[src/sv/two_zone_passage_direction_counter_assert.svh]
// ----------------------------------------------------------------------------
// Two-zone passage direction counter: assertion macros
// Shared property forms used by the counter's assertions.
// ----------------------------------------------------------------------------
`ifndef TWO_ZONE_PASSAGE_DIRECTION_COUNTER_ASSERT_SVH
`define TWO_ZONE_PASSAGE_DIRECTION_COUNTER_ASSERT_SVH

// The consequent holds in the same cycle as the antecedent.
`define TZPDC_ASSERT_NOW(lbl, ante, cons, msg) \
  lbl: assert property (@(posedge clk) disable iff (!rst_n) (ante) |-> (cons)) \
    else $error(msg);

// The consequent holds in the cycle after the antecedent.
`define TZPDC_ASSERT_NEXT(lbl, ante, cons, msg) \
  lbl: assert property (@(posedge clk) disable iff (!rst_n) (ante) |=> (cons)) \
    else $error(msg);

`endif

[src/sv/tzpdc_pkg.sv]
// ----------------------------------------------------------------------------
// Two-zone passage direction counter package
// Codes, field widths and helpers of the passage counter.
// ----------------------------------------------------------------------------
package tzpdc_pkg;

  typedef logic [1:0] op_t;
  localparam op_t OP_SAMPLE = 2'd0;
  localparam op_t OP_LOAD   = 2'd1;
  localparam op_t OP_CLEAR  = 2'd2;

  typedef logic [1:0] event_t;
  localparam event_t EV_NONE    = 2'd0;
  localparam event_t EV_ENTRY   = 2'd1;
  localparam event_t EV_EXIT    = 2'd2;
  localparam event_t EV_TIMEOUT = 2'd3;

  typedef logic [1:0] zone_t;
  localparam zone_t ZONE_NONE  = 2'd0;
  localparam zone_t ZONE_LEFT  = 2'd1;
  localparam zone_t ZONE_RIGHT = 2'd2;
  localparam zone_t ZONE_BOTH  = 2'd3;

  typedef logic [2:0] cfg_idx_t;
  localparam cfg_idx_t CFG_INVERT   = 3'd0;
  localparam cfg_idx_t CFG_TIMEOUT  = 3'd1;
  localparam cfg_idx_t CFG_COOLDOWN = 3'd2;
  localparam cfg_idx_t CFG_PEAK_GAP = 3'd3;
  localparam cfg_idx_t CFG_CLAMP    = 3'd4;

  localparam int IN_DATA_W  = 104;
  localparam int OUT_DATA_W = 104;
  localparam int CFG_DATA_W = 16;

  typedef logic signed [16:0] balance_t;
  localparam balance_t BALANCE_MIN = 17'sd120;
  localparam logic [15:0] PEAK_NONE = 16'hFFFF;

  localparam logic [31:0] COUNT_MAX = 32'h7FFF_FFFF;
  localparam logic [31:0] COUNT_MIN = 32'h8000_0000;

  function automatic logic [31:0] clamp_count(input logic en, input logic [31:0] v);
    logic [31:0] r;
    r = v;
    if (en && v[31]) begin
      r = '0;
    end
    return r;
  endfunction

endpackage

[src/sv/two_zone_passage_direction_counter.sv]
// ----------------------------------------------------------------------------
// Two-zone passage direction counter
// Tracks passages through two ranging zones and counts entries and exits.
// ----------------------------------------------------------------------------
//
//  Channel | Direction | Handshake            | Content
//  in_     | slave     | in_tvalid/in_tready  | one sample, load or clear item
//  out_    | master    | out_tvalid/out_tready| event, counts, presence
//  cfg_    | slave     | cfg_valid/cfg_ready  | register index and value
//
// Each item is captured in the input register and then resolved into the
// result register; one item per cycle is sustained unless the output stalls.
// The passage state loop (registered state to next state) sets this rate.
// Reset is synchronous and active low and clears the valid flags, the
// settings, the counters and the passage state.
// A stalled output holds its result; the input register keeps accepting as
// long as its item can move on into the result register.
module two_zone_passage_direction_counter (
  input  logic                                   clk,
  input  logic                                   rst_n,
  input  logic                                   in_tvalid,
  output logic                                   in_tready,
  // [0] entry_occupied, [1] exit_occupied, [17:2] entry_distance,
  // [33:18] exit_distance, [65:34] timestamp_ms, [97:66] count_value
  input  logic [tzpdc_pkg::IN_DATA_W-1:0]        in_tdata,
  // [1:0] operation
  input  logic [1:0]                             in_tuser,
  output logic                                   out_tvalid,
  input  logic                                   out_tready,
  // [1:0] event_res, [33:2] head_count, [34] presence,
  // [66:35] entries_today, [98:67] exits_today
  output logic [tzpdc_pkg::OUT_DATA_W-1:0]       out_tdata,
  input  logic                                   cfg_valid,
  output logic                                   cfg_ready,
  input  logic [2:0]                             cfg_index,
  input  logic [tzpdc_pkg::CFG_DATA_W-1:0]       cfg_data
);
  import tzpdc_pkg::*;

  `include "two_zone_passage_direction_counter_assert.svh"

  logic        in_v_r;
  op_t         op_r;
  logic        eo_r, xo_r;
  logic [15:0] ed_r, xd_r;
  logic [31:0] ts_r, cv_r;

  logic                  out_v_r;
  logic [OUT_DATA_W-1:0] out_data_r, out_data_nxt;

  logic        inv_r, clamp_r;
  logic [15:0] tmo_r;
  logic [13:0] cool_r;
  logic [10:0] gap_r;

  logic        trk_r, trk_nxt;
  zone_t       prev_r, prev_nxt, fsz_r, fsz_nxt, lsz_r, lsz_nxt;
  logic        sawb_r, sawb_nxt, bwo_r, bwo_nxt;
  logic [15:0] lpd_r, lpd_nxt, rpd_r, rpd_nxt;
  logic [31:0] lpt_r, lpt_nxt, rpt_r, rpt_nxt;
  balance_t    sbal_r, sbal_nxt, ebal_r, ebal_nxt;
  logic [31:0] lchg_r, lchg_nxt, lcnt_r, lcnt_nxt;
  logic [31:0] ppl_r, ppl_nxt, ent_r, ent_nxt, ext_r, ext_nxt;

  logic        adv, cfg_wr;
  logic        lo, ro;
  logic [15:0] ld, rd;
  zone_t       st;
  balance_t    bal;
  zone_t       e_prev, e_fsz, e_lsz;
  logic        e_sawb, e_bwo;
  logic [15:0] e_lpd, e_rpd;
  logic [31:0] e_lpt, e_rpt, e_lchg;
  logic        timed_out, cool_ok;
  logic        order_in, order_out, peak_ok, peak_in, bal_in, bal_out;
  logic        dec_in, dec_out;
  logic [31:0] gap;
  event_t      ev;
  logic        pres;

  assign adv       = in_v_r && (!out_v_r || out_tready);
  assign in_tready = !in_v_r || adv;
  assign cfg_ready = 1'b1;
  assign cfg_wr    = cfg_valid && cfg_ready;
  assign out_tvalid = out_v_r;
  assign out_tdata  = out_data_r;

  assign lo = inv_r ? xo_r : eo_r;
  assign ro = inv_r ? eo_r : xo_r;
  assign ld = inv_r ? xd_r : ed_r;
  assign rd = inv_r ? ed_r : xd_r;
  assign st = {ro, lo};
  assign bal = $signed({1'b0, rd}) - $signed({1'b0, ld});

  // A passage that is not open starts from the cleared state at this sample.
  assign e_prev = trk_r ? prev_r : st;
  assign e_fsz  = trk_r ? fsz_r  : ZONE_NONE;
  assign e_lsz  = trk_r ? lsz_r  : ZONE_NONE;
  assign e_sawb = trk_r && sawb_r;
  assign e_bwo  = trk_r && bwo_r;
  assign e_lpd  = trk_r ? lpd_r  : PEAK_NONE;
  assign e_rpd  = trk_r ? rpd_r  : PEAK_NONE;
  assign e_lpt  = trk_r ? lpt_r  : '0;
  assign e_rpt  = trk_r ? rpt_r  : '0;
  assign e_lchg = trk_r ? lchg_r : ts_r;

  assign timed_out = (tmo_r != '0) && ((ts_r - e_lchg) > {16'd0, tmo_r});
  assign cool_ok   = (ts_r - lcnt_r) >= {18'd0, cool_r};

  assign order_in  = (fsz_r == ZONE_RIGHT) && (lsz_r == ZONE_LEFT);
  assign order_out = (fsz_r == ZONE_LEFT) && (lsz_r == ZONE_RIGHT);
  assign gap       = (lpt_r > rpt_r) ? (lpt_r - rpt_r) : (rpt_r - lpt_r);
  assign peak_ok   = (lpt_r != '0) && (rpt_r != '0) && (gap >= {21'd0, gap_r});
  assign peak_in   = rpt_r < lpt_r;
  assign bal_in    = bwo_r && (sbal_r <= -BALANCE_MIN) && (ebal_r >= BALANCE_MIN);
  assign bal_out   = bwo_r && (sbal_r >= BALANCE_MIN) && (ebal_r <= -BALANCE_MIN);
  assign dec_in    = sawb_r && (order_in || (!order_out && (peak_ok ? peak_in : bal_in)));
  assign dec_out   = sawb_r && (order_out || (!order_in && (peak_ok ? !peak_in : bal_out)));

  always_comb begin
    trk_nxt  = trk_r;
    prev_nxt = prev_r;
    fsz_nxt  = fsz_r;
    lsz_nxt  = lsz_r;
    sawb_nxt = sawb_r;
    bwo_nxt  = bwo_r;
    lpd_nxt  = lpd_r;
    rpd_nxt  = rpd_r;
    lpt_nxt  = lpt_r;
    rpt_nxt  = rpt_r;
    sbal_nxt = sbal_r;
    ebal_nxt = ebal_r;
    lchg_nxt = lchg_r;
    lcnt_nxt = lcnt_r;
    ppl_nxt  = ppl_r;
    ent_nxt  = ent_r;
    ext_nxt  = ext_r;
    ev       = EV_NONE;
    pres     = 1'b0;
    if (adv) begin
      case (op_r)
        OP_SAMPLE: begin
          pres = (st != ZONE_NONE);
          if (trk_r || st != ZONE_NONE) begin
            if (timed_out) begin
              ev       = EV_TIMEOUT;
              trk_nxt  = 1'b0;
              lchg_nxt = ts_r;
            end else begin
              trk_nxt  = (st != ZONE_NONE);
              sawb_nxt = e_sawb || (st == ZONE_BOTH);
              fsz_nxt  = e_fsz;
              lsz_nxt  = e_lsz;
              if (st == ZONE_LEFT || st == ZONE_RIGHT) begin
                if (e_fsz == ZONE_NONE) begin
                  fsz_nxt = st;
                end
                lsz_nxt = st;
              end
              lpd_nxt = e_lpd;
              lpt_nxt = e_lpt;
              if (lo && ld != '0 && ld < e_lpd) begin
                lpd_nxt = ld;
                lpt_nxt = ts_r;
              end
              rpd_nxt = e_rpd;
              rpt_nxt = e_rpt;
              if (ro && rd != '0 && rd < e_rpd) begin
                rpd_nxt = rd;
                rpt_nxt = ts_r;
              end
              bwo_nxt  = e_bwo;
              sbal_nxt = trk_r ? sbal_r : '0;
              ebal_nxt = trk_r ? ebal_r : '0;
              if (st != ZONE_NONE && ld != '0 && rd != '0) begin
                if (!e_bwo) begin
                  sbal_nxt = bal;
                end
                bwo_nxt  = 1'b1;
                ebal_nxt = bal;
              end
              prev_nxt = st;
              lchg_nxt = (st != e_prev) ? ts_r : e_lchg;
              if (st == ZONE_NONE && (dec_in || dec_out) && cool_ok) begin
                lcnt_nxt = ts_r;
                if (dec_in) begin
                  ev      = EV_ENTRY;
                  ent_nxt = ent_r + 32'd1;
                  ppl_nxt = clamp_count(clamp_r, (ppl_r == COUNT_MAX) ? ppl_r : ppl_r + 32'd1);
                end else begin
                  ev      = EV_EXIT;
                  ext_nxt = ext_r + 32'd1;
                  ppl_nxt = clamp_count(clamp_r, (ppl_r == COUNT_MIN) ? ppl_r : ppl_r - 32'd1);
                end
              end
            end
          end
        end
        OP_LOAD: begin
          ppl_nxt = clamp_count(clamp_r, cv_r);
        end
        OP_CLEAR: begin
          ent_nxt = '0;
          ext_nxt = '0;
        end
        default: begin
        end
      endcase
    end else if (cfg_wr && cfg_index == CFG_CLAMP) begin
      ppl_nxt = clamp_count(cfg_data[0], ppl_r);
    end
    out_data_nxt = {5'd0, ext_nxt, ent_nxt, pres, ppl_nxt, ev};
  end

  always_ff @(posedge clk) begin
    if (in_tvalid && in_tready) begin
      op_r <= in_tuser;
      eo_r <= in_tdata[0];
      xo_r <= in_tdata[1];
      ed_r <= in_tdata[17:2];
      xd_r <= in_tdata[33:18];
      ts_r <= in_tdata[65:34];
      cv_r <= in_tdata[97:66];
    end
    if (adv) begin
      out_data_r <= out_data_nxt;
    end
  end

  always_ff @(posedge clk) begin
    if (!rst_n) begin
      in_v_r  <= 1'b0;
      out_v_r <= 1'b0;
      inv_r   <= 1'b0;
      tmo_r   <= '0;
      cool_r  <= '0;
      gap_r   <= '0;
      clamp_r <= 1'b0;
      trk_r   <= 1'b0;
      prev_r  <= ZONE_NONE;
      fsz_r   <= ZONE_NONE;
      lsz_r   <= ZONE_NONE;
      sawb_r  <= 1'b0;
      bwo_r   <= 1'b0;
      lpd_r   <= PEAK_NONE;
      rpd_r   <= PEAK_NONE;
      lpt_r   <= '0;
      rpt_r   <= '0;
      sbal_r  <= '0;
      ebal_r  <= '0;
      lchg_r  <= '0;
      lcnt_r  <= '0;
      ppl_r   <= '0;
      ent_r   <= '0;
      ext_r   <= '0;
    end else begin
      if (in_tready) begin
        in_v_r <= in_tvalid;
      end
      if (adv) begin
        out_v_r <= 1'b1;
      end else if (out_tready) begin
        out_v_r <= 1'b0;
      end
      if (cfg_wr) begin
        case (cfg_index)
          CFG_INVERT:   inv_r   <= cfg_data[0];
          CFG_TIMEOUT:  tmo_r   <= cfg_data;
          CFG_COOLDOWN: cool_r  <= cfg_data[13:0];
          CFG_PEAK_GAP: gap_r   <= cfg_data[10:0];
          CFG_CLAMP:    clamp_r <= cfg_data[0];
          default: begin
          end
        endcase
      end
      trk_r  <= trk_nxt;
      prev_r <= prev_nxt;
      fsz_r  <= fsz_nxt;
      lsz_r  <= lsz_nxt;
      sawb_r <= sawb_nxt;
      bwo_r  <= bwo_nxt;
      lpd_r  <= lpd_nxt;
      rpd_r  <= rpd_nxt;
      lpt_r  <= lpt_nxt;
      rpt_r  <= rpt_nxt;
      sbal_r <= sbal_nxt;
      ebal_r <= ebal_nxt;
      lchg_r <= lchg_nxt;
      lcnt_r <= lcnt_nxt;
      ppl_r  <= ppl_nxt;
      ent_r  <= ent_nxt;
      ext_r  <= ext_nxt;
    end
  end

  `TZPDC_ASSERT_NEXT(a_entry_counts, adv && ev == EV_ENTRY, ent_r == $past(ent_r) + 32'd1, "entry event without entry count")
  `TZPDC_ASSERT_NEXT(a_exit_counts, adv && ev == EV_EXIT, ext_r == $past(ext_r) + 32'd1, "exit event without exit count")
  `TZPDC_ASSERT_NEXT(a_timeout_closes, adv && ev == EV_TIMEOUT, !trk_r, "passage still open after timeout")
  `TZPDC_ASSERT_NOW(a_clamp_holds, clamp_r, !ppl_r[31], "negative count while clamping")

endmodule
[config.mk]
export PLATFORM = sky130hd
export DESIGN_NAME = two_zone_passage_direction_counter
export DESIGN_NICKNAME = d
export VERILOG_FILES = /design/src/sv/tzpdc_pkg.sv /design/src/sv/two_zone_passage_direction_counter.sv
export VERILOG_INCLUDE_DIRS = /design/src /design/src/sv
export SDC_FILE = /design/constraint.sdc
export NUM_CORES = 2
export LEC_CHECK = 0
export BUFFER_PORTS_ARGS = -buffer_cell sky130_fd_sc_hd__buf_4
export CORE_UTILIZATION = 40
export CTS_CLUSTER_SIZE = 28
export DETAILED_ROUTE_END_ITERATION = 8
export SETUP_SLACK_MARGIN = 0.1
export SLEW_MARGIN = 20
export SYNTH_ARGS = -nofsm -noshare
export SYNTH_HDL_FRONTEND = slang
export SYNTH_SLANG_ARGS = --single-unit
[constraint.sdc]
create_clock -name clk -period 8.5 [get_ports clk]
set_clock_uncertainty 0.05 [all_clocks]
set_input_delay 0.425 -clock clk [delete_from_list [all_inputs] [get_ports clk]]
set_output_delay 0.425 -clock clk [all_outputs]
set_load 0.03 [all_outputs]
Word-level counts from Yosys, hierarchy flattened
Index checks and enable logic that the tools add are counted.

word-level totals
  latch bits = 0
  memory bits (writable) = 0
  register bits after elaboration = 543
  memory bits (read-only) = 0
  input port bits = 130
  memories kept = 0

cells by class
  $add $sub $neg = 9
  reduce and logical (&&, ||, !) cells = 67
  shift operators = 0
  $lt $le $gt $ge = 11
  multiplexer cells = 60
  equal/unequal tests = 20
  bitwise logic cells = 1
  divide/modulo/power cells = 0
  $mul = 0

operators by type and width
  kind                                                                      count
  32-bit 2-to-1 mux                                                         29
  32-bit case mux with 2 select lines                                       3
  32-bit subtractor                                                         4
  32-bit by 1-bit adder with 32-bit output (second input constant)          3
  16-bit 2-to-1 mux                                                         6
  17-bit 2-to-1 mux                                                         5
  32-bit nonzero test                                                       2
  16-bit nonzero test                                                       3
  17-bit by 8-bit >= comparator with 1-bit output (second input constant)   2
  17-bit by 8-bit <= comparator with 1-bit output (second input constant)   2
  32-bit by 31-bit equality test with 1-bit output (second input constant)  1
  32-bit equality test (second input constant)                              1
  32-bit by 11-bit >= comparator with 1-bit output                          1
  32-bit by 14-bit >= comparator with 1-bit output                          1
  32-bit by 16-bit > comparator with 1-bit output                           1
  32-bit > comparator                                                       1
  16-bit less-than comparator                                               2
  32-bit less-than comparator                                               1
  32-bit by 1-bit subtractor with 32-bit output (second input constant)     1
  1-bit logical AND                                                         30
  5-bit AND reduction                                                       5
  2-bit 2-to-1 mux                                                          9
  16-bit by 16-bit subtractor with 17-bit output                            1
  2-bit AND reduction                                                       6
  16 further kinds                                                          48

Longest topological paths before layout
  depth after elaboration = 16
  depth in mapped cells = 34

Worst setup path before layout
No wires, ideal clock.

  path type = register to register
  from = register trk_r
  to = register out_data_r[74], in the netlist out_tdata[74] (data pin)
  arrival time = 6.842 ns
  cell stages (with the launch flop) = 31
  path buffers = 4
  slack = 1.347 ns
  setup time = 0.261 ns
  cells stage by stage = dfxtp_1 > clkbuf_1 > buf_1 > buf_1 > nand2_1 > o21ai_0 > ha_1 > inv_1 > fa_1 > a21oi_1 > o22ai_1 > o32ai_2 > nand2_1 > a21o_1 > a21oi_1 > xnor2_1 > ha_1 > nand4_1 > or4_1 > a22oi_1 > o2111ai_1 > or4_1 > nor4_1 > nand4_1 > o41ai_2 > buf_2 > nand3_1 > or3_1 > or2_2 > o311a_1 > a221o_1

on the way
  longest elaborated chain between the ends = 8
  elaborated cells between the ends (all ways) = 9
  those cells by class = add/sub (1); order compare (1); mux (5); reduce/logical (2)

ends and longest elaborated chain
  what                                             RTL line                                   text
  from (decl)                                      two_zone_passage_direction_counter.sv:56   logic trk_r, trk_nxt;
  from (signal assigned)                           two_zone_passage_direction_counter.sv:276  trk_r <= trk_nxt;
  32-bit 2-to-1 mux                                two_zone_passage_direction_counter.sv:105  assign e_lchg = trk_r ? lchg_r : ts_r;
  32-bit subtractor                                two_zone_passage_direction_counter.sv:107  assign timed_out = (tmo_r != '0) && ((ts_r - e_lchg) > {16'd0, tmo_r});
  32-bit by 16-bit > comparator with 1-bit output  two_zone_passage_direction_counter.sv:107
  1-bit logical AND                                two_zone_passage_direction_counter.sv:107
  32-bit 2-to-1 mux                                two_zone_passage_direction_counter.sv:145  if (timed_out) begin
  32-bit 2-to-1 mux *                              two_zone_passage_direction_counter.sv:144  if (trk_r || st != ZONE_NONE) begin
  32-bit case mux with 2 select lines *            two_zone_passage_direction_counter.sv:141  case (op_r)
  32-bit 2-to-1 mux *                              two_zone_passage_direction_counter.sv:140  if (adv) begin
  via ext_nxt[7]                                   two_zone_passage_direction_counter.sv:63   logic [31:0] ppl_r, ppl_nxt, ent_r, ent_nxt, ext_r, ext_nxt;
  to (signal assigned)                             two_zone_passage_direction_counter.sv:226  out_data_r <= out_data_nxt;
  to (decl)                                        two_zone_passage_direction_counter.sv:49   logic [OUT_DATA_W-1:0] out_data_r, out_data_nxt;

The timed path passes the listed nets; every way through them passes the cells marked *.
A chain may end at the register's enable or synchronous reset.

Worst setup path after layout
  from = register ts_r[1]
  to = register out_data_r[98], in the netlist out_tdata[98] (data pin)

on the way
  longest elaborated chain between the ends = 8
  elaborated cells between the ends (all ways) = 12
  those cells by class = add/sub (2); order compare (2); mux (6); reduce/logical (2)

ends and longest elaborated chain
  what                                                                                          RTL line                                                                              text
  from (decl)                                                                                   two_zone_passage_direction_counter.sv:46                                              logic [31:0] ts_r, cv_r;
  from (signal assigned)                                                                        two_zone_passage_direction_counter.sv:222                                             ts_r <= in_tdata[65:34];
  32-bit subtractor / 32-bit 2-to-1 mux (equally long branches)                                 two_zone_passage_direction_counter.sv:108, two_zone_passage_direction_counter.sv:105
  32-bit by 14-bit >= comparator with 1-bit output / 32-bit subtractor (equally long branches)  two_zone_passage_direction_counter.sv:108, two_zone_passage_direction_counter.sv:107
  1-bit logical AND / 32-bit by 16-bit > comparator with 1-bit output (equally long branches)   two_zone_passage_direction_counter.sv:184, two_zone_passage_direction_counter.sv:107
  32-bit 2-to-1 mux / 1-bit logical AND (equally long branches)                                 two_zone_passage_direction_counter.sv:184, two_zone_passage_direction_counter.sv:107
  32-bit 2-to-1 mux *                                                                           two_zone_passage_direction_counter.sv:145
  32-bit 2-to-1 mux *                                                                           two_zone_passage_direction_counter.sv:144
  32-bit case mux with 2 select lines *                                                         two_zone_passage_direction_counter.sv:141
  32-bit 2-to-1 mux *                                                                           two_zone_passage_direction_counter.sv:140
  via ext_nxt[31]                                                                               two_zone_passage_direction_counter.sv:63

Marked as above.

==> impl_metrics.yaml <==
worst_setup_path:
  cp_common_cell: "or4_1"
  endpoint_kind: "flip-flop"
  worst_path_max_delay_cell: "or4_1"
  cp_cell_sequence: "mux2i_1 -> ha_1 -> nor2b_1 -> o2111a_1 -> o21ai_0 -> o31ai_4 -> a21o_1 -> a21oi_1 -> xnor2_1 -> ha_1 -> nand4_1 -> or4_1 -> a22oi_1 -> o2111ai_1 -> or4_1 -> nor4_1 -> nand4_1 -> o41ai_2 -> buf_4 -> nand2_1 -> or3_4 -> or4_1 -> or3_1 -> a21oi_1"
  cp_max_fo: 18
  crit_type: "reg -> reg"
  cpLargestDelayFamily: "simple AND/OR/NAND/NOR gates"
  slowest_delay_ps: 780
  rrSetupSlack_ps: 600
  critPathRequiredTime_ps: 8940
  cp.arrival_ps: 8330
  start_kind: "flip-flop"
  crit_buf_inv: 1
job:
  max_cap_violations: 0
sta:
  max_freq_mhz: 127
  period_needed_ps: 7900
  tightestPinTransition_ps: 1010
  max_slew_margin_pct: 32.4
  timing.final.ws_setup_ps: 603
  fin_crit_sh_pct: 92.9
  finalSetupViolations: 0
  hold_viol: 0
  rsz0062_at_grt: "false"
  final.setup.tns_ps: 0
  drv_slew: 0
final_layout:
  area_delta_synth_final_pct: 17.3
  instances_no_fill: 5232
  fillers: 7892
  final-seq-area_sq_um: 12900
  multiInputGateArea_sq_um: 18900
  fin_nets: 4464
  mostFrequentLayoutCells: "nand2_1, nor2_1, dfxtp_1, a21oi_1, buf_4"
  layout-drive-gt1-share_pct: 10.8
  fin_area_sq_um: 39400
  final_common_cell: "nand2_1"
placed_design:
  placed_cell_area_sq_um: 36000
  portBuffers: 224
  gp_congestion: 0.925
  post-place-cells: 4999
  post-place-ws_ps: 739
  dp_hpwl_mm: 73.4
global_route:
  grt_pass1_wl_mm: 158
  grt_pass1_vias: 27900
  grt_max_degree: 109
  overflow: 0
  grt.total_usage_pct: 23.0
  antenna_found_initial: 1
detailed_routing:
  drcViolationCount: 0
  routedWlPerCell_microns: 19.3
  ant_nets: 0
  routed_wl_mm: 101
  vias: 29800
  avgViaCountPerCell: 5.69
  drt-initial-drc-count: 2406
  first_pass_iters: 6
cts:
  insertion_delay_ps: 640
  clockBufferDepth: 3
  cts_tree: "done"
  cts_made_buffers: 61
  postCtsHoldBufs: 116
  htreeDepth: 2
  cts_setup_buffers: 0
  cts.sinks: 543
  cts_resized: 0
  cts.clk_slew.worst_paths_ps: 60
  cts_root_buf: "clkbuf_16"
pwr:
  power.leakage_nw: 15.0
  p_per_area_nw_per_um2: 178
  peakVddDrop_mv: 0.167
synthesis:
  seq_area_frac_synth_pct: 38.3
  async_flop_share_pct: 0
  synth_ff_type: "dfxtp_1"
  ys_warn_count: 0
  yosysUniqueCellTypes: 105
  synth-edff-count: 199
  syn_avg_cell_area_sq_um: 8.66
  synth_area_sq_um: 33600
  synth_cells: 3874
  synth-seq-cells: 543
floorplanning:
  coreArea_sq_um: 82500
  fp-row-count: 105
  die_h_microns: 292
  die_x_microns: 292
  dieArea_sq_um: 85100
  start_util_pct: 40.7
  io_pins: 237
min_path:
  hp-class: "in -> reg"
run_status:
  status: "finished clean"
layer usage:
layer / up-vias / part of all wire [%] / routed length (microns) / global-route usage [%]
met1: 14100 / 47 / 47200 / 32.3
met2: 881 / 45 / 45100 / 36.6
met4: 0 / 3.0 / 3030 / 7.55
met5: - / 0 / 0 / 0
li1: 14600 / - / - / -
met3: 165 / 5.4 / 5470 / 2.60
synth_stat cells (39+ instances only):
cell / number / area share, %
nand2_1: 378 / 4.2
nor2_1: 351 / 3.9
dfxtp_1: 344 / 21
a21oi_1: 334 / 5.0
inv_1: 230 / 2.6
ha_1: 221 / 8.2
edfxtp_1: 199 / 18
o21ai_0: 192 / 2.9
clkbuf_1: 150 / 1.7
mux2i_1: 130 / 3.9
nor3_1: 96 / 1.4
xnor2_1: 91 / 2.4
nand3_1: 85 / 1.3
nand4_1: 60 / 1.1
o211ai_1: 60 / 1.3
a21o_1: 54 / 1.2
or3_1: 54 / 1.0
nor4_1: 53 / 0.99
xor2_1: 43 / 1.1
a22oi_1: 39 / 0.87
layout make-up:
class / instances / share of cell area (%)
multi-input cells: 2882 / 48.0
flip-flops and latches: 543 / 32.7
repair buffers: 388 / 8.17
clock buffers: 81 / 4.41
well taps: 1070 / 3.40
inverters: 232 / 2.23
clock inverters: 35 / 1.08
diodes: 1 / 0.00636
where the power goes:
part | internal (W) | switching (W)
clock network | 0.00168 | 0.00114
logic | 0.000535 | 0.000807
registers | 0.00277 | 0.0000727
total | 0.00499 | 0.00202
cells by family after synthesis:
kind of cell / synth area share, %
muxes: 4.48
and+or+nand+nor: 18.7
AOI/OAI and AO/OA: 20.9
DFF: 38.3
buffers and inverters: 5.54
other: 0.0224
xor gates and xnor gates: 3.50
adders and majority gates: 8.54
sequential cells by signal, summed over array words and instances (netlist names), 17 cells and up:
name / count
ext_r: 32
cv_r: 32
out_tdata: 99
ts_r: 32
lcnt_r: 32
ppl_r: 32
rpt_r: 32
ebal_r: 17
ent_r: 32
sbal_r: 17
lchg_r: 32
lpt_r: 32
worst reg2reg max path, cell delays in order, from the launching register on:
cell	delay, ps
edfxtp_1	580
mux2i_1	310
ha_1	270
nor2b_1	140
o2111a_1	240
o21ai_0	550
o31ai_4	230
a21o_1	220
a21oi_1	170
xnor2_1	100
ha_1	290
nand4_1	90
or4_1	580
a22oi_1	250
o2111ai_1	130
or4_1	410
nor4_1	340
nand4_1	190
o41ai_2	410
buf_4	260
nand2_1	110
or3_4	440
or4_1	780
or3_1	470
a21oi_1	150
through the flow:
step,util (%),hold slack [ps],power (W)
after floorplan,-,386,0.00381
after global placement,43.7,394,0.00418
after detailed placement,43.7,401,0.00418
after CTS,47.7,19.3,0.00707
after global routing,47.7,71.6,0.00731
final,47.7,59.0,0.00701
worst paths after layout:
check                    startpoint                      end  depth (start not counted)
min reg2reg  cool_r[1]$_SDFFE_PN0P_   cool_r[1]$_SDFFE_PN0P_                          2
max reg2reg       ts_r[1]$_DFFE_PP_  out_tdata[98]$_DFFE_PP_                         24
min                    cfg_data[14]   tmo_r[14]$_SDFFE_PN0P_                          3
max               ts_r[1]$_DFFE_PP_  out_tdata[98]$_DFFE_PP_                         24
(Power assumes the default switching activity.)
